`src/rtl/block_chroma_subsample_roundtrip_top_assert.svh`:
```
// Assertion macros shared by the block's RTL files.
`ifndef BLOCK_CHROMA_SUBSAMPLE_ROUNDTRIP_TOP_ASSERT_SVH
`define BLOCK_CHROMA_SUBSAMPLE_ROUNDTRIP_TOP_ASSERT_SVH

`ifndef SYNTHESIS
// Same-cycle implication, disabled while reset is held.
`define BCSR_ASSERT_IMP(label, clk, rstn, ante, cons) \
    label: assert property (@(posedge clk) disable iff (!rstn) (ante) |-> (cons)) \
        else $error("bcsr: assertion failed");
// Next-cycle implication, disabled while reset is held.
`define BCSR_ASSERT_NXT(label, clk, rstn, ante, cons) \
    label: assert property (@(posedge clk) disable iff (!rstn) (ante) |=> (cons)) \
        else $error("bcsr: assertion failed");
`else
`define BCSR_ASSERT_IMP(label, clk, rstn, ante, cons)
`define BCSR_ASSERT_NXT(label, clk, rstn, ante, cons)
`endif

`endif

```
`src/rtl/bcsr_pkg.sv`:
```
`timescale 1ns / 1ps
package bcsr_pkg;

    localparam int MAX_BLOCK_SIDE_DEF = 8;
    localparam int SIDE_W = 4;
    localparam int PIX_W = 8;
    localparam int TDATA_W = 24;
    localparam logic [SIDE_W-1:0] SIDE_RESET = 4'd2;

    // forward conversion, 2^16 scale
    localparam int CONV_W = 26;
    localparam logic signed [CONV_W-1:0] Y_R = 26'sd19595;
    localparam logic signed [CONV_W-1:0] Y_G = 26'sd38470;
    localparam logic signed [CONV_W-1:0] Y_B = 26'sd7471;
    localparam logic signed [CONV_W-1:0] Y_BIAS = 26'sd32768;
    localparam logic signed [CONV_W-1:0] CB_R = 26'sd11059;
    localparam logic signed [CONV_W-1:0] CB_G = 26'sd21709;
    localparam logic signed [CONV_W-1:0] CB_B = 26'sd32768;
    localparam logic signed [CONV_W-1:0] CR_R = 26'sd32768;
    localparam logic signed [CONV_W-1:0] CR_G = 26'sd27439;
    localparam logic signed [CONV_W-1:0] CR_B = 26'sd5329;
    localparam logic signed [CONV_W-1:0] C_BIAS = 26'sd8421375;

    // inverse conversion, 2^16 scale
    localparam int PW = 27;
    localparam logic signed [PW-1:0] K_R_CR = 27'sd91881;
    localparam logic signed [PW-1:0] K_G_CB = 27'sd22554;
    localparam logic signed [PW-1:0] K_G_CR = 27'sd46802;
    localparam logic signed [PW-1:0] K_B_CB = 27'sd116130;
    localparam logic signed [PW-1:0] FIX_HALF = 27'sd32768;
    localparam logic [PIX_W:0] CHROMA_MID = 9'd128;

    typedef enum logic [2:0] {
        ST_ACCEPT,
        ST_CONV,
        ST_START,
        ST_DIV,
        ST_PROD,
        ST_TERM,
        ST_EMIT
    } state_t;

    typedef struct packed {
        logic cfg_write;
        logic pix_load;
        logic pix_commit;
        logic clear;
        logic div_start;
        logic prod_load;
        logic term_load;
        logic emit_start;
    } cmd_t;

    typedef struct packed {
        logic block_full;
        logic div_done;
        logic emit_done;
    } status_t;

    // pixels in a block for a raw side value: zero acts as one, clip at max
    function automatic logic [7:0] block_pixels(input logic [SIDE_W-1:0] side,
                                                input logic [SIDE_W-1:0] max_side);
        logic [SIDE_W-1:0] s;
        s = side;
        if (s == '0) begin
            s = 4'd1;
        end
        if (s > max_side) begin
            s = max_side;
        end
        return {4'b0, s} * {4'b0, s};
    endfunction

    // signed 11.16 value plus rounding -> clamped byte
    function automatic logic [PIX_W-1:0] clamp_px(input logic signed [PW-1:0] acc);
        logic [PIX_W-1:0] v;
        if (acc[PW-1]) begin
            v = '0;
        end else if (acc[PW-2:24] != '0) begin
            v = '1;
        end else begin
            v = acc[23:16];
        end
        return v;
    endfunction

endpackage

```
`src/rtl/block_chroma_subsample_roundtrip_top.sv`:
```
`timescale 1ns / 1ps
// Block chroma subsampling round trip. Pixels of one square block (side set by
// cfg_data, 0 acts as 1, values above MAX_BLOCK_SIDE clip to it) arrive in block
// order; each input transaction is captured, then converted to YCbCr into the
// luma memory and chroma sums before the next one is taken. After the last pixel
// of a block the averaged Cb/Cr come from a shared bit-serial divider (8 quotient
// bits, then a done pulse) between a start state and the product and term states,
// then the block's pixels leave as RGB, up to one per cycle as m_tready allows,
// through a registered memory read and an output register. No input is taken
// while a block drains.
// A register write clears a partially received block.
module block_chroma_subsample_roundtrip_top #(
    parameter int MAX_BLOCK_SIDE = bcsr_pkg::MAX_BLOCK_SIDE_DEF
) (
    input  logic                          aclk,
    input  logic                          aresetn,
    input  logic                          s_tvalid,
    output logic                          s_tready,
    input  logic [bcsr_pkg::TDATA_W-1:0]  s_tdata,   // red [7:0], green [15:8], blue [23:16]
    output logic                          m_tvalid,
    input  logic                          m_tready,
    output logic [bcsr_pkg::TDATA_W-1:0]  m_tdata,   // out_red [7:0], out_green [15:8], out_blue [23:16]
    output logic                          m_tlast,
    input  logic                          cfg_valid,
    output logic                          cfg_ready,
    input  logic [bcsr_pkg::SIDE_W-1:0]   cfg_data
);
    import bcsr_pkg::*;

    cmd_t    cmd;
    status_t status;

    bcsr_ctrl u_ctrl (
        .aclk      (aclk),
        .aresetn   (aresetn),
        .s_tvalid  (s_tvalid),
        .s_tready  (s_tready),
        .cfg_valid (cfg_valid),
        .cfg_ready (cfg_ready),
        .status    (status),
        .cmd       (cmd)
    );

    bcsr_datapath #(
        .MAX_BLOCK_SIDE (MAX_BLOCK_SIDE)
    ) u_datapath (
        .aclk     (aclk),
        .aresetn  (aresetn),
        .cmd      (cmd),
        .status   (status),
        .cfg_data (cfg_data),
        .s_tdata  (s_tdata),
        .m_tvalid (m_tvalid),
        .m_tready (m_tready),
        .m_tdata  (m_tdata),
        .m_tlast  (m_tlast)
    );

endmodule

```
`src/rtl/bcsr_div.sv`:
```
`timescale 1ns / 1ps
module bcsr_div #(
    parameter int SUM_W = 14,
    parameter int CW = 7
) (
    input  logic                         aclk,
    input  logic                         aresetn,
    input  logic                         start,
    input  logic [SUM_W-1:0]             dividend_b,
    input  logic [SUM_W-1:0]             dividend_r,
    input  logic [CW-1:0]                divisor,
    output logic [bcsr_pkg::PIX_W-1:0]   quot_b,
    output logic [bcsr_pkg::PIX_W-1:0]   quot_r,
    output logic                         done
);
    import bcsr_pkg::*;

    localparam int STEP_W = $clog2(PIX_W);

    logic [SUM_W-1:0]  rem_b_reg, rem_b_next;
    logic [SUM_W-1:0]  rem_r_reg, rem_r_next;
    logic [SUM_W-1:0]  dsh_reg;
    logic [PIX_W-1:0]  q_b_reg, q_r_reg;
    logic [STEP_W-1:0] step_reg;
    logic              busy_reg;
    logic              done_reg;
    logic              ge_b, ge_r;

    // one quotient bit per cycle for both chroma lanes, shared divisor shifter
    always_comb begin
        ge_b = (rem_b_reg >= dsh_reg);
        ge_r = (rem_r_reg >= dsh_reg);
        rem_b_next = ge_b ? (rem_b_reg - dsh_reg) : rem_b_reg;
        rem_r_next = ge_r ? (rem_r_reg - dsh_reg) : rem_r_reg;
    end

    always_ff @(posedge aclk) begin
        if (!aresetn) begin
            busy_reg <= 1'b0;
            done_reg <= 1'b0;
            step_reg <= '0;
        end else begin
            done_reg <= 1'b0;
            if (start) begin
                busy_reg <= 1'b1;
                step_reg <= '0;
            end else if (busy_reg) begin
                step_reg <= step_reg + 1'b1;
                if (step_reg == STEP_W'(PIX_W - 1)) begin
                    busy_reg <= 1'b0;
                    done_reg <= 1'b1;
                end
            end
        end
    end

    always_ff @(posedge aclk) begin
        if (start) begin
            rem_b_reg <= dividend_b;
            rem_r_reg <= dividend_r;
            dsh_reg   <= SUM_W'({divisor, (PIX_W - 1)'(0)});
        end else if (busy_reg) begin
            rem_b_reg <= rem_b_next;
            rem_r_reg <= rem_r_next;
            dsh_reg   <= dsh_reg >> 1;
            q_b_reg   <= {q_b_reg[PIX_W-2:0], ge_b};
            q_r_reg   <= {q_r_reg[PIX_W-2:0], ge_r};
        end
    end

    assign quot_b = q_b_reg;
    assign quot_r = q_r_reg;
    assign done   = done_reg;

endmodule

```
`src/rtl/bcsr_datapath.sv`:
```
`timescale 1ns / 1ps
`include "block_chroma_subsample_roundtrip_top_assert.svh"
module bcsr_datapath #(
    parameter int MAX_BLOCK_SIDE = 8
) (
    input  logic                            aclk,
    input  logic                            aresetn,
    input  bcsr_pkg::cmd_t                  cmd,
    output bcsr_pkg::status_t               status,
    input  logic [bcsr_pkg::SIDE_W-1:0]     cfg_data,
    input  logic [bcsr_pkg::TDATA_W-1:0]    s_tdata,
    output logic                            m_tvalid,
    input  logic                            m_tready,
    output logic [bcsr_pkg::TDATA_W-1:0]    m_tdata,
    output logic                            m_tlast
);
    import bcsr_pkg::*;

    localparam int DEPTH = MAX_BLOCK_SIDE * MAX_BLOCK_SIDE;
    localparam int AW    = (DEPTH > 1) ? $clog2(DEPTH) : 1;
    localparam int CW    = $clog2(DEPTH + 1);
    localparam int SUM_W = PIX_W + AW;

    // block size and input side
    logic [CW-1:0]     n_reg;
    logic [CW-1:0]     pix_cnt_reg;
    logic [SUM_W-1:0]  sum_b_reg, sum_r_reg;
    logic [TDATA_W-1:0] pix_reg;
    logic [PIX_W-1:0]  luma_mem [DEPTH];

    logic signed [CONV_W-1:0] rs, gs, bs;
    logic signed [CONV_W-1:0] y_full, cb_full, cr_full;
    logic [PIX_W-1:0]  y_px, cb_px, cr_px;

    // divider and chroma terms
    logic [SUM_W-1:0]  div_b_in, div_r_in;
    logic [PIX_W-1:0]  avg_b, avg_r;
    logic              div_done;
    logic signed [PIX_W:0]  d_b, d_r;
    logic signed [PW-1:0]   p_r_reg, p_gb_reg, p_gr_reg, p_b_reg, g_term_reg;

    // emission pipeline
    logic              emit_act_reg;
    logic [CW-1:0]     rd_cnt_reg;
    logic [CW-1:0]     out_cnt_reg;
    logic              rd_en, rd_last, adv2;
    logic              v1_reg;
    logic              last1_reg;
    logic [PIX_W-1:0]  y_q_reg;
    logic              mv_reg;
    logic              mlast_reg;
    logic [TDATA_W-1:0] mdata_reg;
    logic signed [PW-1:0] y_fix;

    always_comb begin
        rs = $signed({18'b0, pix_reg[7:0]});
        gs = $signed({18'b0, pix_reg[15:8]});
        bs = $signed({18'b0, pix_reg[23:16]});
        y_full  = Y_R * rs + Y_G * gs + Y_B * bs + Y_BIAS;
        cb_full = C_BIAS + CB_B * bs - CB_R * rs - CB_G * gs;
        cr_full = C_BIAS + CR_R * rs - CR_G * gs - CR_B * bs;
        y_px  = y_full[23:16];
        cb_px = cb_full[23:16];
        cr_px = cr_full[23:16];
    end

    always_ff @(posedge aclk) begin
        if (!aresetn) begin
            n_reg       <= CW'(block_pixels(SIDE_RESET, SIDE_W'(MAX_BLOCK_SIDE)));
            pix_cnt_reg <= '0;
            sum_b_reg   <= '0;
            sum_r_reg   <= '0;
        end else if (cmd.cfg_write) begin
            n_reg       <= CW'(block_pixels(cfg_data, SIDE_W'(MAX_BLOCK_SIDE)));
            pix_cnt_reg <= '0;
            sum_b_reg   <= '0;
            sum_r_reg   <= '0;
        end else if (cmd.clear) begin
            pix_cnt_reg <= '0;
            sum_b_reg   <= '0;
            sum_r_reg   <= '0;
        end else if (cmd.pix_commit) begin
            pix_cnt_reg <= pix_cnt_reg + 1'b1;
            sum_b_reg   <= sum_b_reg + SUM_W'(cb_px);
            sum_r_reg   <= sum_r_reg + SUM_W'(cr_px);
        end
    end

    always_ff @(posedge aclk) begin
        if (cmd.pix_load) begin
            pix_reg <= s_tdata;
        end
    end

    always_ff @(posedge aclk) begin
        if (cmd.pix_commit) begin
            luma_mem[pix_cnt_reg[AW-1:0]] <= y_px;
        end
    end

    always_ff @(posedge aclk) begin
        if (rd_en) begin
            y_q_reg <= luma_mem[rd_cnt_reg[AW-1:0]];
        end
    end

    // round half up: add n/2 before the divide
    assign div_b_in = sum_b_reg + SUM_W'(n_reg >> 1);
    assign div_r_in = sum_r_reg + SUM_W'(n_reg >> 1);

    bcsr_div #(
        .SUM_W (SUM_W),
        .CW    (CW)
    ) u_div (
        .aclk       (aclk),
        .aresetn    (aresetn),
        .start      (cmd.div_start),
        .dividend_b (div_b_in),
        .dividend_r (div_r_in),
        .divisor    (n_reg),
        .quot_b     (avg_b),
        .quot_r     (avg_r),
        .done       (div_done)
    );

    assign d_b = $signed({1'b0, avg_b}) - $signed(CHROMA_MID);
    assign d_r = $signed({1'b0, avg_r}) - $signed(CHROMA_MID);

    always_ff @(posedge aclk) begin
        if (cmd.prod_load) begin
            p_r_reg  <= K_R_CR * PW'(d_r);
            p_gb_reg <= K_G_CB * PW'(d_b);
            p_gr_reg <= K_G_CR * PW'(d_r);
            p_b_reg  <= K_B_CB * PW'(d_b);
        end
        if (cmd.term_load) begin
            g_term_reg <= -p_gb_reg - p_gr_reg;
        end
    end

    // two-stage read: memory data register, then output register
    assign adv2    = !mv_reg || m_tready;
    assign rd_en   = emit_act_reg && (!v1_reg || adv2);
    assign rd_last = (rd_cnt_reg == n_reg - 1'b1);

    always_ff @(posedge aclk) begin
        if (!aresetn) begin
            emit_act_reg <= 1'b0;
            rd_cnt_reg   <= '0;
            out_cnt_reg  <= '0;
            v1_reg       <= 1'b0;
            mv_reg       <= 1'b0;
        end else begin
            if (cmd.emit_start) begin
                emit_act_reg <= 1'b1;
                rd_cnt_reg   <= '0;
                out_cnt_reg  <= '0;
            end else begin
                if (rd_en) begin
                    rd_cnt_reg <= rd_cnt_reg + 1'b1;
                    if (rd_last) begin
                        emit_act_reg <= 1'b0;
                    end
                end
                if (mv_reg && m_tready) begin
                    out_cnt_reg <= out_cnt_reg + 1'b1;
                end
            end
            if (rd_en) begin
                v1_reg <= 1'b1;
            end else if (adv2) begin
                v1_reg <= 1'b0;
            end
            if (adv2) begin
                mv_reg <= v1_reg;
            end
        end
    end

    assign y_fix = $signed({3'b0, y_q_reg, 16'b0});

    always_ff @(posedge aclk) begin
        if (rd_en) begin
            last1_reg <= rd_last;
        end
        if (adv2 && v1_reg) begin
            mlast_reg <= last1_reg;
            mdata_reg <= {clamp_px(y_fix + p_b_reg + FIX_HALF),
                          clamp_px(y_fix + g_term_reg + FIX_HALF),
                          clamp_px(y_fix + p_r_reg + FIX_HALF)};
        end
    end

    assign m_tvalid = mv_reg;
    assign m_tdata  = mdata_reg;
    assign m_tlast  = mlast_reg;

    assign status.block_full = (pix_cnt_reg + 1'b1 == n_reg);
    assign status.div_done   = div_done;
    assign status.emit_done  = mv_reg && m_tready && mlast_reg;

    `BCSR_ASSERT_IMP(a_last_count, aclk, aresetn, mv_reg && m_tready && mlast_reg, out_cnt_reg == n_reg - 1'b1)
    `BCSR_ASSERT_IMP(a_fill_bound, aclk, aresetn, 1'b1, pix_cnt_reg <= n_reg)
    `BCSR_ASSERT_IMP(a_out_bound, aclk, aresetn, mv_reg, out_cnt_reg < n_reg)

endmodule

```
`src/rtl/bcsr_ctrl.sv`:
```
`timescale 1ns / 1ps
`include "block_chroma_subsample_roundtrip_top_assert.svh"
module bcsr_ctrl (
    input  logic                aclk,
    input  logic                aresetn,
    input  logic                s_tvalid,
    output logic                s_tready,
    input  logic                cfg_valid,
    output logic                cfg_ready,
    input  bcsr_pkg::status_t   status,
    output bcsr_pkg::cmd_t      cmd
);
    import bcsr_pkg::*;

    state_t state_reg, state_next;

    always_ff @(posedge aclk) begin
        if (!aresetn) begin
            state_reg <= ST_ACCEPT;
        end else begin
            state_reg <= state_next;
        end
    end

    always_comb begin
        state_next = state_reg;
        unique case (state_reg)
            ST_ACCEPT: begin
                if (s_tvalid && s_tready) begin
                    state_next = ST_CONV;
                end
            end
            ST_CONV: begin
                state_next = status.block_full ? ST_START : ST_ACCEPT;
            end
            ST_START: state_next = ST_DIV;
            ST_DIV: begin
                if (status.div_done) begin
                    state_next = ST_PROD;
                end
            end
            ST_PROD: state_next = ST_TERM;
            ST_TERM: state_next = ST_EMIT;
            ST_EMIT: begin
                if (status.emit_done) begin
                    state_next = ST_ACCEPT;
                end
            end
            default: state_next = ST_ACCEPT;
        endcase
    end

    // a register write takes precedence over a pixel in the same cycle
    always_comb begin
        cfg_ready = (state_reg == ST_ACCEPT);
        s_tready  = (state_reg == ST_ACCEPT) && !cfg_valid;
        cmd            = '0;
        cmd.cfg_write  = cfg_valid && cfg_ready;
        cmd.pix_load   = s_tvalid && s_tready;
        cmd.pix_commit = (state_reg == ST_CONV);
        cmd.clear      = (state_reg == ST_START);
        cmd.div_start  = (state_reg == ST_START);
        cmd.prod_load  = (state_reg == ST_PROD);
        cmd.term_load  = (state_reg == ST_TERM);
        cmd.emit_start = (state_reg == ST_TERM);
    end

    `BCSR_ASSERT_NXT(a_accept_conv, aclk, aresetn, s_tvalid && s_tready, state_reg == ST_CONV)
    `BCSR_ASSERT_NXT(a_full_start, aclk, aresetn, state_reg == ST_CONV && status.block_full, state_reg == ST_START)
    `BCSR_ASSERT_NXT(a_emit_back, aclk, aresetn, state_reg == ST_EMIT && status.emit_done, state_reg == ST_ACCEPT)

endmodule
```
`config.mk`:
```
export PLATFORM = sky130hd
export DESIGN_NAME = block_chroma_subsample_roundtrip_top
export DESIGN_NICKNAME = d
export VERILOG_FILES = /design/src/rtl/bcsr_pkg.sv /design/src/rtl/block_chroma_subsample_roundtrip_top.sv /design/src/rtl/bcsr_div.sv /design/src/rtl/bcsr_datapath.sv /design/src/rtl/bcsr_ctrl.sv
export VERILOG_INCLUDE_DIRS = /design/src /design/src/rtl
export SDC_FILE = /design/constraint.sdc
export NUM_CORES = 2
export LEC_CHECK = 0
export BUFFER_PORTS_ARGS = -buffer_cell sky130_fd_sc_hd__buf_2
export CORE_MARGIN = 2
export CORE_UTILIZATION = 40
export DETAILED_ROUTE_END_ITERATION = 8
export PLACE_DENSITY = 0.58
export SLEW_MARGIN = 20
export SYNTH_ARGS = -nofsm -noshare
export SYNTH_HDL_FRONTEND = slang
export SYNTH_SLANG_ARGS = --single-unit
```
`constraint.sdc`:
```
create_clock -name aclk -period 25.5 [get_ports aclk]
set_clock_uncertainty 0.1 [all_clocks]
set_input_delay 2.55 -clock aclk [delete_from_list [all_inputs] [get_ports aclk]]
set_output_delay 2.55 -clock aclk [all_outputs]
set_load 0.05 [all_outputs]
```
==> summary.md <==
| Metric | Value |
|---|---|
| Status | `finished clean` |
| Post-route DRC violation count | `0` |
| Final cycle utilization of the critical path | `0.358` |
| Register bit count reported by yosys | `between 700 and 800` |
| Pin count of the biggest net entering global routing | `95` |
| Slowest cell delay on critical path | `0.73 ns` |
| Area leader, netlist | `edfxtp_1` |
| Sequential-to-total area share from yosys stat | `0.392` |
| Met1 global-route usage | `0.249` |
| Hold buffers post-CTS | `0` |
| GPL Wtd Cong | `0.867` |
| Clk root buf | `clkbuf_16` |
| Most Crowded Layer GR | `met2` |
| Overall routed net length | `131000 um` |
| Least-Margin Pin Slew | `roughly 1.1 ns` |
| Detailed-placement wirelength estimate | `between 100000 and 150000 um` |
| DR iter-0 viols | `2104` |
| Reg clk slew, reported paths | `0.07 ns` |
| Initial antenna violation count | `2` |
| Nets | `6017` |
| Io pins | `approximately 60` |
| Post-layout minimum cycle time | `9.13 ns` |
| Core Area | `143000 um2` |
| Simple-gate share of the synthesized area | `0.0666` |
| Met3 Use GR | `0.0249` |
| GRT Total Usage | `0.183` |
| Vias per cell | `5.17` |
| Compound-Gate Fraction of Synth Area | `0.0770` |
| Post-CTS sizing | `0` |
| Latest clock arrival within the worst-skew pair | `0.74 ns` |
| Kind of end point of the critical path | `flop` |
| Top_reg_cell synth | `edfxtp_1` |
| Ant diodes | `0` |
| # H-tree levels | `3` |
| Max-cap violation count | `0` |
| CP max stage cell | `edfxtp_1` |
| Cells after Synth | `~4700` |
| WL/cell | `about 20 um` |
| Pre-antenna DRT Iters | `7` |
| Final ANT Viol Nets | `0` |
| Global Route met2 Usage | `0.302` |
| Worst r2r path cells | `36` |
| XOR/XNOR Fraction of Synth Area | `0.0434` |
| Mux cell area share after synthesis | `0.0716` |
| Post-Syn Nets | `5931` |
| Via Count | `35000` |
| Setup bufs post-CTS | `0` |
| Total grt overflow | `0` |
| CP startpoint kind | `flop` |
| Synth warnings | `0` |
| First-pass GRT wire length | `a little over 200000 um` |
| Worst EP required | `25.93 ns` |
| Largest family of logic cells by synthesized area | `adder cells` |
| Hold Crit Depth | `0` |
| Setup_tns | `0 ns` |
| Hold Fails Final Rpt | `0` |
| Vias in the first global route | `36100` |
| Final setup fails | `0` |
| Placement Setup Slack | `16.64 ns` |
| Crit Path Category | `flop to flop` |
| Area delta synth->final | `9.77%` |
| Chip width | `383 um` |
| Number of flops mapped to enable cells by yosys | `a little over 700` |
| Adder-cell share of the synthesized area | `0.300` |
| Die height | `383 um` |
| CTS tree | `built` |
| Largest register FFs | `a little over 500` |
| Port buffer count | `60` |
| Share of layout cells above drive strength 1 | `0.0886` |
| Post-synth ARST share | `0` |
| Most frequent cell after synthesis | `ha_1` |
| Worst Hold Class | `flop to flop` |
| FP Rows | `between 100 and 150` |
| Die ar. | `~150000 um2` |
| TritonCTS buffer count | `88` |
| Cell Area, Synth | `57500 um2` |
| Cell variety after synth | `79` |
| Worst EP arrival | `between 9 and 10 ns` |
| Top cells by area, synth | `edfxtp_1, ha_1, fa_1` |
| Critical-path maximum fanout | `12` |
| Avg Cell Area, Syn | `12.2 um2` |
| CTS sink cnt | `between 700 and 800` |
| Post-layout util | `0.441` |
| Synth top area share | `0.369` |
| Final Max Tran Viols | `0` |
| Most common library cells after synthesis | `ha_1, edfxtp_1, inv_1` |
| Initial Util | `0.401` |
| RSZ-0062 raised after global routing | `false` |
| Worst-case clock buffer depth | `3` |
| Slew HR | `0.258` |
| FMAX | `110 MHz` |
| Setup ws final | `16.37 ns` |
-- per-layer routing --
metal | vias up | part of all wire
met4 | 2 | 0.028
met5 | - | 0.000099
met2 | 546 | 0.47
met1 | 17300 | 0.46
li1 | 17000 | -
met3 | 170 | 0.037
-- final timing paths --
check	start	to	slack [ns]
max	u_datapath.pix_reg[14]	u_datapath.sum_r_reg[10]	16.37
max reg2reg	u_datapath.pix_reg[14]	u_datapath.sum_r_reg[10]	16.37
min	u_datapath.last1_reg	u_datapath.m_tlast	0.32
min reg2reg	u_datapath.last1_reg	u_datapath.m_tlast	0.32
-- cells in the final DEF (no fill, tap or decap), types with 60 or more instances in the layout --
master     count
ha_1         893
edfxtp_1     706
inv_1        662
fa_1         302
nor2_1       256
a21oi_1      212
xnor2_1      183
nand2_1      162
mux4_2       144
o21ai_0      118
xor2_1        95
clkbuf_16     89
mux2i_1       87
a21o_1        83
o21a_1        64
nand3_1       64
dfxtp_1       63
buf_2         60
-- critical path: cells and delay by family (launching register included) --
| family | cells | cell delay [ns] |
|---|---|---|
| adder cells (fa/ha/maj) | 9 | 3.68 |
| AO/OA/AOI/OAI | 11 | 2.54 |
| AND/OR/NAND/NOR | 8 | 0.91 |
| flip-flops | 1 | 0.73 |
| XOR/XNOR | 3 | 0.52 |
| buffers and inverters | 5 | 0.44 |
-- kinds of logic (layout without fill, tap and decap cells) --
family | Yosys count | count (layout)
and+or+nand+nor | 786 | 786
other | 1 | 1
xor gates and xnor gates | 285 | 285
buffers and inverters | 752 | 913
AOI/OAI and AO/OA | 681 | 681
muxes | 231 | 231
adders and majority gates | 1195 | 1195
DFF | 772 | 772
-- per-stage QoR --
stage / area (um2) / hold WS, ns / std cells
after detailed placement: 60100 / 0.321 / 6602
after CTS: 63100 / 0.334 / 6767
after global placement: 60100 / 0.303 / 6602
final: 63100 / 0.324 / 6767
after floorplan: 57500 / 0.300 / 4703
after global routing: 63100 / 0.339 / 6767
-- final cells by class --
| cell class | instances | area, um2 |
|---|---|---|
| multi-input cells | 3179 | 32200 |
| well taps | 1903 | 2380 |
| inverters | 662 | 2480 |
| fillers | 13100 | 80100 |
| repair buffers | 86 | 508 |
| flip-flops and latches | 772 | 22500 |
| clock buffers | 114 | 2360 |
| clock inverters | 51 | 608 |
Power is left out: the tool's default activity adds up to more than one toggle a clock period on the data nets, which glitch-free logic cannot reach.
